--- config.mk ---
export PLATFORM = sky130hd
export DESIGN_NAME = weighted_jaccard_edge_distance
export DESIGN_NICKNAME = d
export VERILOG_FILES = /design/src/wjed_pkg.sv /design/src/wjed_front.sv /design/src/wjed_queue.sv /design/src/wjed_div.sv /design/src/wjed_back.sv /design/src/weighted_jaccard_edge_distance.sv
export SDC_FILE = /design/constraint.sdc
export NUM_CORES = 1
export LEC_CHECK = 0
export ABC_AREA = 1
export BUFFER_PORTS_ARGS = -buffer_cell sky130_fd_sc_hd__buf_4
export CORE_ASPECT_RATIO = 2
export CORE_MARGIN = 2
export CORE_UTILIZATION = 35
export CTS_CLUSTER_DIAMETER = 200
export DETAILED_ROUTE_END_ITERATION = 7
export PLACE_DENSITY = 0.61
export SYNTH_ARGS = -nofsm -noshare
export SYNTH_HDL_FRONTEND = slang
export SYNTH_SLANG_ARGS = --single-unit
--- constraint.sdc ---
create_clock -name clock -period 7.84 [get_ports clock]
set_clock_uncertainty 0.1 [all_clocks]
set_input_delay 2.352 -clock clock [delete_from_list [all_inputs] [get_ports clock]]
set_output_delay 2.352 -clock clock [all_outputs]
set_load 0.005 [all_outputs]
--- src/wjed_pkg.sv ---
// Shared constants and types for the weighted Jaccard edge distance block.
`timescale 1ns / 1ps
`default_nettype none

package wjed_pkg;

   localparam int WeightPortBits    = 16;
   localparam int WeightBitsDefault = 16;
   localparam int FieldBits         = 17;
   localparam int FracBits          = 16;
   localparam int SumBits           = 33;
   localparam int MaxEdges          = 65536;
   localparam int Field17Max        = 131071;

   localparam int CountCapInt = (MaxEdges < Field17Max) ? MaxEdges : Field17Max;
   localparam logic [FieldBits-1:0] CountCap = FieldBits'(CountCapInt);
   localparam logic [FieldBits-1:0] OneQ16   = FieldBits'(1 << FracBits);

   // divider: one quotient bit per cycle, 17 bits covers 0 .. 65536
   localparam int DivSteps    = FracBits + 1;
   localparam int DivStepBits = $clog2(DivSteps);

   localparam int QueueDepth  = 4;
   localparam int QptrBits    = $clog2(QueueDepth);
   localparam int QcountBits  = $clog2(QueueDepth + 1);

   typedef struct packed {
      logic is_union;
      logic is_shared;
      logic divide;
      logic last;
   } edge_flags_type;

   localparam int EdgeFlagBits = $bits(edge_flags_type);

   typedef struct packed {
      logic busy;
      logic done;
   } div_status_type;

endpackage

`default_nettype wire

--- src/wjed_front.sv ---
// Front end: takes an edge item, masks and orders the weights, classifies it.
`timescale 1ns / 1ps
`default_nettype none

module wjed_front
   import wjed_pkg::*;
#(
   parameter int WW = WeightBitsDefault
) (
   input  wire logic                      clock,
   input  wire logic                      reset,
   input  wire logic                      req_valid,
   output logic                           req_stall,
   input  wire logic                      req_in_first,
   input  wire logic                      req_in_second,
   input  wire logic [WeightPortBits-1:0] req_weight_first,
   input  wire logic [WeightPortBits-1:0] req_weight_second,
   input  wire logic                      req_last_edge,
   input  wire logic                      q_full,
   output logic                           q_push,
   output edge_flags_type                 flags,
   output logic [WW-1:0]                  weight_hi,
   output logic [WW-1:0]                  weight_lo
);

   logic           valid_ff;
   edge_flags_type flags_ff;
   edge_flags_type flags_in;
   logic [WW-1:0]  hi_ff;
   logic [WW-1:0]  lo_ff;
   logic [WW-1:0]  w1;
   logic [WW-1:0]  w2;
   logic [WW-1:0]  hi_in;
   logic [WW-1:0]  lo_in;
   logic           take;

   assign w1 = req_weight_first[WW-1:0];
   assign w2 = req_weight_second[WW-1:0];

   always_comb begin
      hi_in              = (w1 > w2) ? w1 : w2;
      lo_in              = (w1 > w2) ? w2 : w1;
      flags_in.is_union  = req_in_first | req_in_second;
      flags_in.is_shared = req_in_first & req_in_second;
      flags_in.divide    = req_in_first & req_in_second & (hi_in != '0);
      flags_in.last      = req_last_edge;
   end

   assign q_push    = valid_ff & ~q_full;
   assign req_stall = valid_ff & q_full;
   assign take      = req_valid & ~req_stall;

   always_ff @(posedge clock) begin
      if (reset) begin
         valid_ff <= 1'b0;
      end else begin
         if (take) begin
            valid_ff <= 1'b1;
         end else if (q_push) begin
            valid_ff <= 1'b0;
         end
      end
      if (take) begin
         flags_ff <= flags_in;
         hi_ff    <= hi_in;
         lo_ff    <= lo_in;
      end
   end

   assign flags     = flags_ff;
   assign weight_hi = hi_ff;
   assign weight_lo = lo_ff;

endmodule

`default_nettype wire

--- src/wjed_queue.sv ---
// Short queue between the front end and the accumulating back end.
`timescale 1ns / 1ps
`default_nettype none

module wjed_queue
   import wjed_pkg::*;
#(
   parameter int DATA_W = EdgeFlagBits + 2 * WeightBitsDefault
) (
   input  wire logic              clock,
   input  wire logic              reset,
   input  wire logic              push,
   input  wire logic [DATA_W-1:0] wdata,
   output logic                   full,
   input  wire logic              pop,
   output logic [DATA_W-1:0]      rdata,
   output logic                   empty
);

   logic [DATA_W-1:0]     entry_ff [QueueDepth];
   logic [QptrBits-1:0]   wr_ptr_ff;
   logic [QptrBits-1:0]   rd_ptr_ff;
   logic [QcountBits-1:0] count_ff;
   logic [QptrBits-1:0]   wr_ptr_in;
   logic [QptrBits-1:0]   rd_ptr_in;
   logic [QcountBits-1:0] count_in;

   assign full  = (count_ff == QcountBits'(QueueDepth));
   assign empty = (count_ff == '0);
   assign rdata = entry_ff[rd_ptr_ff];

   always_comb begin
      wr_ptr_in = push ? (wr_ptr_ff + QptrBits'(1)) : wr_ptr_ff;
      rd_ptr_in = pop  ? (rd_ptr_ff + QptrBits'(1)) : rd_ptr_ff;
      count_in  = count_ff;
      if (push && !pop) begin
         count_in = count_ff + QcountBits'(1);
      end else if (pop && !push) begin
         count_in = count_ff - QcountBits'(1);
      end
   end

   always_ff @(posedge clock) begin
      if (reset) begin
         wr_ptr_ff <= '0;
         rd_ptr_ff <= '0;
         count_ff  <= '0;
      end else begin
         wr_ptr_ff <= wr_ptr_in;
         rd_ptr_ff <= rd_ptr_in;
         count_ff  <= count_in;
      end
      if (push) begin
         entry_ff[wr_ptr_ff] <= wdata;
      end
   end

   a_no_overflow: assert property (@(posedge clock) disable iff (reset)
      push |-> !full)
      else $error("queue written while full");

   a_no_underflow: assert property (@(posedge clock) disable iff (reset)
      pop |-> !empty)
      else $error("queue read while empty");

   a_count_bound: assert property (@(posedge clock) disable iff (reset)
      count_ff <= QcountBits'(QueueDepth))
      else $error("queue count out of range");

endmodule

`default_nettype wire

--- src/wjed_div.sv ---
// Radix-2 restoring divider, one quotient bit per cycle, 17 quotient bits.
`timescale 1ns / 1ps
`default_nettype none

module wjed_div
   import wjed_pkg::*;
(
   input  wire logic                 clock,
   input  wire logic                 reset,
   input  wire logic                 start,
   input  wire logic [FieldBits:0]   rem_init,   // must be below twice the divisor
   input  wire logic [FracBits-1:0]  low_bits,   // dividend bits shifted in after
   input  wire logic [FieldBits-1:0] divisor,
   output div_status_type            status,
   output logic [FieldBits-1:0]      quotient
);

   logic                   busy_ff;
   logic                   done_ff;
   logic [DivStepBits-1:0] step_ff;
   logic [FieldBits:0]     rem_ff;
   logic [FracBits-1:0]    low_ff;
   logic [FieldBits-1:0]   dvs_ff;
   logic [FieldBits-1:0]   quo_ff;
   logic                   ge;
   logic [FieldBits:0]     diff;
   logic [FieldBits-1:0]   kept;

   always_comb begin
      ge   = (rem_ff >= {1'b0, dvs_ff});
      diff = rem_ff - {1'b0, dvs_ff};
      kept = ge ? diff[FieldBits-1:0] : rem_ff[FieldBits-1:0];
   end

   always_ff @(posedge clock) begin
      if (reset) begin
         busy_ff <= 1'b0;
         done_ff <= 1'b0;
         step_ff <= '0;
      end else begin
         if (start) begin
            busy_ff <= 1'b1;
            done_ff <= 1'b0;
            step_ff <= '0;
         end else if (busy_ff) begin
            if (step_ff == DivStepBits'(DivSteps - 1)) begin
               busy_ff <= 1'b0;
               done_ff <= 1'b1;
            end else begin
               done_ff <= 1'b0;
               step_ff <= step_ff + DivStepBits'(1);
            end
         end else begin
            done_ff <= 1'b0;
         end
      end
      if (start) begin
         rem_ff <= rem_init;
         low_ff <= low_bits;
         dvs_ff <= divisor;
      end else if (busy_ff) begin
         quo_ff <= {quo_ff[FieldBits-2:0], ge};
         rem_ff <= {kept, low_ff[FracBits-1]};
         low_ff <= {low_ff[FracBits-2:0], 1'b0};
      end
   end

   assign status.busy = busy_ff;
   assign status.done = done_ff;
   assign quotient    = quo_ff;

endmodule

`default_nettype wire

--- src/wjed_back.sv ---
// Back end: counts, accumulates ratios, forms the final result and holds it.
`timescale 1ns / 1ps
`default_nettype none

module wjed_back
   import wjed_pkg::*;
#(
   parameter int WW = WeightBitsDefault
) (
   input  wire logic                 clock,
   input  wire logic                 reset,
   input  wire logic                 q_empty,
   output logic                      q_pop,
   input  wire edge_flags_type       flags,
   input  wire logic [WW-1:0]        weight_hi,
   input  wire logic [WW-1:0]        weight_lo,
   output logic                      div_start,
   output logic [FieldBits:0]        div_rem_init,
   output logic [FracBits-1:0]       div_low_bits,
   output logic [FieldBits-1:0]      div_divisor,
   input  wire div_status_type       div_status,
   input  wire logic [FieldBits-1:0] div_quotient,
   output logic                      rsp_valid,
   input  wire logic                 rsp_stall,
   output logic [FieldBits-1:0]      rsp_similarity,
   output logic [FieldBits-1:0]      rsp_distance,
   output logic [FieldBits-1:0]      rsp_union_count,
   output logic [FieldBits-1:0]      rsp_shared_count,
   output logic                      rsp_empty_union
);

   typedef enum logic [2:0] {
      S_IDLE,
      S_RATIO,
      S_FINAL,
      S_TOTAL,
      S_EMIT
   } state_type;

   state_type              state_ff;
   logic [FieldBits-1:0]   union_ff;
   logic [FieldBits-1:0]   shared_ff;
   logic [SumBits-1:0]     sum_ff;
   logic                   last_ff;
   logic [FieldBits-1:0]   sim_ff;
   logic                   empty_ff;
   logic                   start_ff;
   logic [FieldBits:0]     rem_ff;
   logic [FracBits-1:0]    low_ff;
   logic [FieldBits-1:0]   dvs_ff;
   logic                   rsp_valid_ff;
   logic [FieldBits-1:0]   rsp_sim_ff;
   logic [FieldBits-1:0]   rsp_dist_ff;
   logic [FieldBits-1:0]   rsp_union_ff;
   logic [FieldBits-1:0]   rsp_shared_ff;
   logic                   rsp_empty_ff;
   logic [SumBits:0]       sum_wide;
   logic                   too_big;

   assign q_pop    = (state_ff == S_IDLE) && !q_empty;
   assign sum_wide = {1'b0, sum_ff} + (SumBits + 1)'(div_quotient);
   // quotient needs more than 17 bits: clamp without dividing
   assign too_big  = ({1'b0, sum_ff[SumBits-1:FracBits+1]} >= union_ff);

   always_ff @(posedge clock) begin
      if (reset) begin
         state_ff     <= S_IDLE;
         union_ff     <= '0;
         shared_ff    <= '0;
         sum_ff       <= '0;
         last_ff      <= 1'b0;
         start_ff     <= 1'b0;
         rsp_valid_ff <= 1'b0;
      end else begin
         if ((state_ff == S_EMIT) && (!rsp_valid_ff || !rsp_stall)) begin
            rsp_valid_ff <= 1'b1;
         end else if (rsp_valid_ff && !rsp_stall) begin
            rsp_valid_ff <= 1'b0;
         end
         case (state_ff)
            S_IDLE: begin
               start_ff <= !q_empty && flags.divide;
               if (!q_empty) begin
                  if (flags.is_union && (union_ff < CountCap)) begin
                     union_ff <= union_ff + FieldBits'(1);
                  end
                  if (flags.is_shared && (shared_ff < CountCap)) begin
                     shared_ff <= shared_ff + FieldBits'(1);
                  end
                  last_ff <= flags.last;
                  if (flags.divide) begin
                     rem_ff   <= (FieldBits + 1)'(weight_lo);
                     low_ff   <= '0;
                     dvs_ff   <= FieldBits'(weight_hi);
                     state_ff <= S_RATIO;
                  end else if (flags.last) begin
                     state_ff <= S_FINAL;
                  end
               end
            end
            S_RATIO: begin
               start_ff <= 1'b0;
               if (div_status.done) begin
                  sum_ff   <= sum_wide[SumBits] ? '1 : sum_wide[SumBits-1:0];
                  state_ff <= last_ff ? S_FINAL : S_IDLE;
               end
            end
            S_FINAL: begin
               start_ff <= (union_ff != '0) && !too_big;
               if (union_ff == '0) begin
                  sim_ff   <= '0;
                  empty_ff <= 1'b1;
                  state_ff <= S_EMIT;
               end else if (too_big) begin
                  sim_ff   <= OneQ16;
                  empty_ff <= 1'b0;
                  state_ff <= S_EMIT;
               end else begin
                  rem_ff   <= {1'b0, sum_ff[SumBits-1:FracBits]};
                  low_ff   <= sum_ff[FracBits-1:0];
                  dvs_ff   <= union_ff;
                  empty_ff <= 1'b0;
                  state_ff <= S_TOTAL;
               end
            end
            S_TOTAL: begin
               start_ff <= 1'b0;
               if (div_status.done) begin
                  sim_ff   <= (div_quotient > OneQ16) ? OneQ16 : div_quotient;
                  state_ff <= S_EMIT;
               end
            end
            S_EMIT: begin
               start_ff <= 1'b0;
               if (!rsp_valid_ff || !rsp_stall) begin
                  rsp_sim_ff    <= sim_ff;
                  rsp_dist_ff   <= empty_ff ? '0 : (OneQ16 - sim_ff);
                  rsp_union_ff  <= union_ff;
                  rsp_shared_ff <= shared_ff;
                  rsp_empty_ff  <= empty_ff;
                  union_ff      <= '0;
                  shared_ff     <= '0;
                  sum_ff        <= '0;
                  last_ff       <= 1'b0;
                  state_ff      <= S_IDLE;
               end
            end
            default: begin
               start_ff <= 1'b0;
               state_ff <= S_IDLE;
            end
         endcase
      end
   end

   assign div_start        = start_ff;
   assign div_rem_init     = rem_ff;
   assign div_low_bits     = low_ff;
   assign div_divisor      = dvs_ff;
   assign rsp_valid        = rsp_valid_ff;
   assign rsp_similarity   = rsp_sim_ff;
   assign rsp_distance     = rsp_dist_ff;
   assign rsp_union_count  = rsp_union_ff;
   assign rsp_shared_count = rsp_shared_ff;
   assign rsp_empty_union  = rsp_empty_ff;

   a_shared_le_union: assert property (@(posedge clock) disable iff (reset)
      shared_ff <= union_ff)
      else $error("shared count above union count");

   a_start_when_free: assert property (@(posedge clock) disable iff (reset)
      start_ff |-> !div_status.busy)
      else $error("divider started while busy");

   a_sim_dist_sum: assert property (@(posedge clock) disable iff (reset)
      (rsp_valid_ff && !rsp_empty_ff) |->
         ({1'b0, rsp_sim_ff} + {1'b0, rsp_dist_ff}) == {1'b0, OneQ16})
      else $error("similarity and distance do not add to one");

   a_empty_consistent: assert property (@(posedge clock) disable iff (reset)
      (rsp_valid_ff && rsp_empty_ff) |->
         (rsp_sim_ff == '0) && (rsp_dist_ff == '0) && (rsp_union_ff == '0))
      else $error("empty result with nonzero fields");

endmodule

`default_nettype wire

--- src/weighted_jaccard_edge_distance.sv ---
// Top level of the weighted Jaccard edge distance block.
// Usage:
//  - req channel: one transfer per edge slot, carrying presence flags and weights for both
//    graphs; req_last_edge closes a comparison. A transfer happens when req_valid is high
//    and req_stall is low.
//  - rsp channel: one transfer per comparison, on the slot marked last, giving similarity
//    and distance (Q1.16), the union and shared counts and the empty flag.
//  - Sequence: a slot that needs no ratio (not shared, or both weights zero) is counted by
//    the back end and needs no divider; a shared slot with a nonzero weight is taken, loads the
//    divider, runs 17 radix-2 steps and adds the quotient. Closing a comparison runs check, load,
//    17 steps, collect and output register, or only check and output register when the union
//    is empty or the ratio clamps. Entry to back end passes through the front register and queue.
//  - The front register and the four-entry queue keep taking slots while the back end is
//    dividing; req_stall rises only when the queue is full.
//  - A finished result sits in the output register; while rsp_stall is high the back end
//    holds it and waits, the queue still fills behind it.
//  - Reset (synchronous, active high) clears counts, ratio sum, queue and both valids.
//  - Only the low WEIGHT_BITS bits of each weight are used; the weights are unsigned.
`timescale 1ns / 1ps
`default_nettype none

module weighted_jaccard_edge_distance
   import wjed_pkg::*;
#(
   parameter int WEIGHT_BITS = WeightBitsDefault
) (
   input  wire logic                      clock,
   input  wire logic                      reset,
   input  wire logic                      req_valid,
   output logic                           req_stall,
   input  wire logic                      req_in_first,
   input  wire logic                      req_in_second,
   input  wire logic [WeightPortBits-1:0] req_weight_first,
   input  wire logic [WeightPortBits-1:0] req_weight_second,
   input  wire logic                      req_last_edge,
   output logic                           rsp_valid,
   input  wire logic                      rsp_stall,
   output logic [FieldBits-1:0]           rsp_similarity,
   output logic [FieldBits-1:0]           rsp_distance,
   output logic [FieldBits-1:0]           rsp_union_count,
   output logic [FieldBits-1:0]           rsp_shared_count,
   output logic                           rsp_empty_union
);

   // weights wider than the port carry nothing extra
   localparam int WW      = (WEIGHT_BITS < WeightPortBits) ? WEIGHT_BITS : WeightPortBits;
   localparam int QDATA_W = EdgeFlagBits + 2 * WW;

   logic                 q_push;
   logic                 q_full;
   logic                 q_pop;
   logic                 q_empty;
   logic [QDATA_W-1:0]   q_wdata;
   logic [QDATA_W-1:0]   q_rdata;
   edge_flags_type       front_flags;
   logic [WW-1:0]        front_hi;
   logic [WW-1:0]        front_lo;
   edge_flags_type       back_flags;
   logic [WW-1:0]        back_hi;
   logic [WW-1:0]        back_lo;
   logic                 div_start;
   logic [FieldBits:0]   div_rem_init;
   logic [FracBits-1:0]  div_low_bits;
   logic [FieldBits-1:0] div_divisor;
   div_status_type       div_status;
   logic [FieldBits-1:0] div_quotient;

   wjed_front #(
      .WW (WW)
   ) u_front (
      .clock             (clock),
      .reset             (reset),
      .req_valid         (req_valid),
      .req_stall         (req_stall),
      .req_in_first      (req_in_first),
      .req_in_second     (req_in_second),
      .req_weight_first  (req_weight_first),
      .req_weight_second (req_weight_second),
      .req_last_edge     (req_last_edge),
      .q_full            (q_full),
      .q_push            (q_push),
      .flags             (front_flags),
      .weight_hi         (front_hi),
      .weight_lo         (front_lo)
   );

   // queue entry: flags, larger weight, smaller weight
   assign q_wdata = {front_flags, front_hi, front_lo};
   assign {back_flags, back_hi, back_lo} = q_rdata;

   wjed_queue #(
      .DATA_W (QDATA_W)
   ) u_queue (
      .clock (clock),
      .reset (reset),
      .push  (q_push),
      .wdata (q_wdata),
      .full  (q_full),
      .pop   (q_pop),
      .rdata (q_rdata),
      .empty (q_empty)
   );

   // one divider serves both the per-edge ratio and the final sum / union
   wjed_div u_div (
      .clock    (clock),
      .reset    (reset),
      .start    (div_start),
      .rem_init (div_rem_init),
      .low_bits (div_low_bits),
      .divisor  (div_divisor),
      .status   (div_status),
      .quotient (div_quotient)
   );

   wjed_back #(
      .WW (WW)
   ) u_back (
      .clock            (clock),
      .reset            (reset),
      .q_empty          (q_empty),
      .q_pop            (q_pop),
      .flags            (back_flags),
      .weight_hi        (back_hi),
      .weight_lo        (back_lo),
      .div_start        (div_start),
      .div_rem_init     (div_rem_init),
      .div_low_bits     (div_low_bits),
      .div_divisor      (div_divisor),
      .div_status       (div_status),
      .div_quotient     (div_quotient),
      .rsp_valid        (rsp_valid),
      .rsp_stall        (rsp_stall),
      .rsp_similarity   (rsp_similarity),
      .rsp_distance     (rsp_distance),
      .rsp_union_count  (rsp_union_count),
      .rsp_shared_count (rsp_shared_count),
      .rsp_empty_union  (rsp_empty_union)
   );

endmodule

`default_nettype wire
==> flow_summary_export.csv <==
group,metric,value,unit
outcome,outcome,"finished clean",
layout,post_layout_nonfiller_instances,3118,
synthesis,yosysSeqAreaShare,61.07,%
layout,num_antenna_cells,0,
route,drtIter0Drc,1079,
grt,gr-total-overflow,0,
power_and_ir_drop,p_sw,2.600,mW
flow_run,drv_cap,0,
synthesis,synth_edf_count,385,
place,placed_cells,3042,
setup_path,worstPathRequired,8.05,ns
setup_path,worst_setup_path_start_kind,"input pin",
layout,fillCellCount,5974,
floorplan,die_area,64650,µm²
setup_path,cp_slowest_stage_delay,0.51,ns
sta,fmax,0.2080,GHz
clock_tree,cts.clk_slew.worst_paths,0.08,ns
grt,antenna_found_initial,0,
route,drc,0,
floorplan,io_pins,110,
clock_tree,clk_path_buf_depth,3,
setup_path,cp.arrival,5.02,ns
clock_tree,cts_buffers,41,
sta,slew-limit-headroom,26.23,%
sta,setup_tns,0,ns
synthesis,synth_nets,2317,
clock_tree,htree_levels,2,
sta,setup_viol,0,
clock_tree,cts_tree,"yes",
power_and_ir_drop,ir_drop,0.1595,mV
synthesis,synthTopCellsByCount,"nand2_1 (432), edfxtp_1 (385), inv_1 (233)",
route,ant_nets,0,
sta,fin_crit,4.808,ns
place,place.gp.congestion,0.9352,
setup_path,critPathKind,"in2reg",
power_and_ir_drop,p_leak,9.599,nW
power_and_ir_drop,pwr-share-clk,28.2,%
synthesis,synth-async-reset-ratio,0,%
clock_tree,post_cts_buffers,0,
clock_tree,ctsHoldBuffers,0,
layout,multiInputGateArea,7365,µm²
place,hpwl,40510,µm
setup_path,cpLargestDelayFamily,"simple AND/OR/NAND/NOR gates",
floorplan,die_h,357.6,µm
clock_tree,post_cts_resized,0,
synthesis,yosysMostFrequentCell,"nand2_1",
route,detail_route.wl_per_cell,17.85,µm
synthesis,yosysUniqueCellTypes,49,
floorplan,rows,129,
clock_tree,worstSkewPairLatency,0.57,ns
place,placed_area,23580,µm²
setup_path,cp_max_fo,49,
sta,rsz0062_at_grt,"false",
sta,fin_crit_sh,61.33,%
route,vias,15810,
layout,nets,2418,
floorplan,start_util,35.39,%
synthesis,synth.top_cells.by_area,"edfxtp_1 (53%), dfxtp_1 (8.2%), nand2_1 (7.4%)",
synthesis,ys_warn_count,0,
power_and_ir_drop,p_int,5.122,mW
route,via_per_inst,5.070,
synthesis,synth_top_area_share,52.84,%
clock_tree,root_buffer,"clkbuf_16",
layout,drive_gt1_share,9.863,%
synthesis,synth_cells,2198,
layout,synthToLayoutAreaGrowth,14.32,%
layout,stdcell_area,25010,µm²
synthesis,synth_area_leader_cell,"edfxtp_1",
grt,grt_pass1_vias,15990,
setup_path,cpMostUsedCell,"nand2_1",
grt,grt_pass1_wl,87040,µm
synthesis,avgSynthCellArea,9.954,µm²
grt,grtUsageTotal,17.03,%
setup_path,path_buf_inv,3,
floorplan,core,61820,µm²
power_and_ir_drop,p_comb_share,27.3,%
setup_path,worst_path_max_delay_cell,"nand3_1",
route,drtPass1Iterations,5,
worst_hold_path,hp-class,"reg2reg",
synthesis,synth_flop_cell,"edfxtp_1",
power_and_ir_drop,seqPwrFrac,44.6,%
place,io_buffer_count,109,
sta,finalHoldViolations,0,
power_and_ir_drop,cellPowerDensity,308.7,nW/µm²
sta,maxSlewViolCount,0,
power_and_ir_drop,p_sw_share,33.67,%
clock_tree,cts.sinks,475,
synthesis,synth-seq-cells,475,
layout,seqCellArea,13370,µm²
synthesis,synth.cell_area,21880,µm²
power_and_ir_drop,p_total,7.721,mW
sta,worst_pin_slew,1.097,ns
floorplan,fp.dieW,180.8,µm
setup_path,crit_chain,"buf_4, inv_1, ha_1, nand2_1, nor3_1, nand3_1, nand2_1, buf_4, nand2_1, nand2_1, nand2_1, nor2_1, nand2_1, nor2_1, nor2_1",
setup_path,crit_path_end_kind,"flop",
route,wl,55660,µm
grt,grt_max_degree,85,
[through the flow]
stage          hold slack [ns]  setup WS (ns)  utilization, %
5_1_grt                 0.3210          2.781           40.46
4_1_cts                 0.3145          3.092           40.46
3_5_place_dp            0.3066          2.493           38.14
2_1_floorplan           0.3003          1.600               -
3_3_place_gp            0.3036          2.510           38.14
6_report                0.3186          3.032           40.46
[final cells by class]
class | instances | area share [%]
clock buffer | 49 | 4.512
tap | 786 | 3.932
clock inverter | 27 | 1.236
timing repair buffer | 127 | 3.812
sequential | 475 | 53.43
multi-input combinational | 1412 | 29.44
inverter | 242 | 3.632
[path summary, 6_finish.rpt]
| path | endpoint | start | cells past startpoint | slack [ns] |
|---|---|---|---|---|
| hold / removal | u_div.dvs_ff[6] | u_back.div_divisor[6] | 0 | 0.32 |
| setup reg to reg | u_back.sim_ff[13] | u_back.union_ff[16] | 6 | 4.24 |
| hold reg to reg | u_div.dvs_ff[6] | u_back.div_divisor[6] | 0 | 0.32 |
| setup / recovery | u_front.flags[1] | req_weight_second[15] | 15 | 3.03 |
[cells in the final DEF (no fill, tap or decap), types with 9 or more instances in the layout]
master and n:
edfxtp_1 385, a21oi_1 148, nand4_1 27, xor2_1 29
nand2_1 430, nand3_1 79, clkbuf_16 43, nand3b_1 16
buf_4 127, o21ai_0 225, nor2_1 220, inv_1 233
o22ai_1 32, dfxtp_1 88, nor4_1 9, nor3_1 41
ha_1 77
[routing by layer]
metal | wire [µm] | vias to the layer above | track usage [%]
met1 | 19930 | 7524 | 17.09
li1 | - | 7748 | -
met5 | 0 | - | 0
met3 | 1861 | 122 | 1.879
met4 | 2710 | 0 | 8.758
met2 | 31160 | 414 | 33.94
[flip-flops by register name, summed over array words and instances, names as in the netlist, 3 cells and up, named ones only]
name                     flops
u_queue.entry_ff           144
u_back.sum_ff               33
u_div.rem_ff                18
u_back.div_divisor          17
u_back.div_rem_init         17
u_back.rsp_distance         17
u_back.rsp_shared_count     17
u_back.rsp_similarity       17
u_back.rsp_union_count      17
u_back.shared_ff            17
u_back.sim_ff               17
u_back.union_ff             17
u_div.dvs_ff                17
u_div.quotient              17
u_back.div_low_bits         16
u_div.low_ff                16
u_front.weight_hi           16
u_front.weight_lo           16
u_div.step_ff                5
u_front.flags                4
u_back.state_ff              3
u_queue.count_ff             3
[logic make-up after synthesis]
group	synth area share, %
xor gates and xnor gates	1.481
AOI/OAI and AO/OA	10.64
and+or+nand+nor	16.65
buffers and inverters	5.473
adders and majority gates	4.678
DFF	61.07
[power groups by stage]
stage,clock network (mW),logic [mW],registers [mW]
after floorplan,0,1.49,3.42
after global placement,0,2.08,3.49
after detailed placement,0,2.12,3.50
after CTS,2.23,2.13,3.45
after global routing,2.32,2.39,3.47
final,2.18,2.10,3.44
Power figures use the tool's default switching activity.
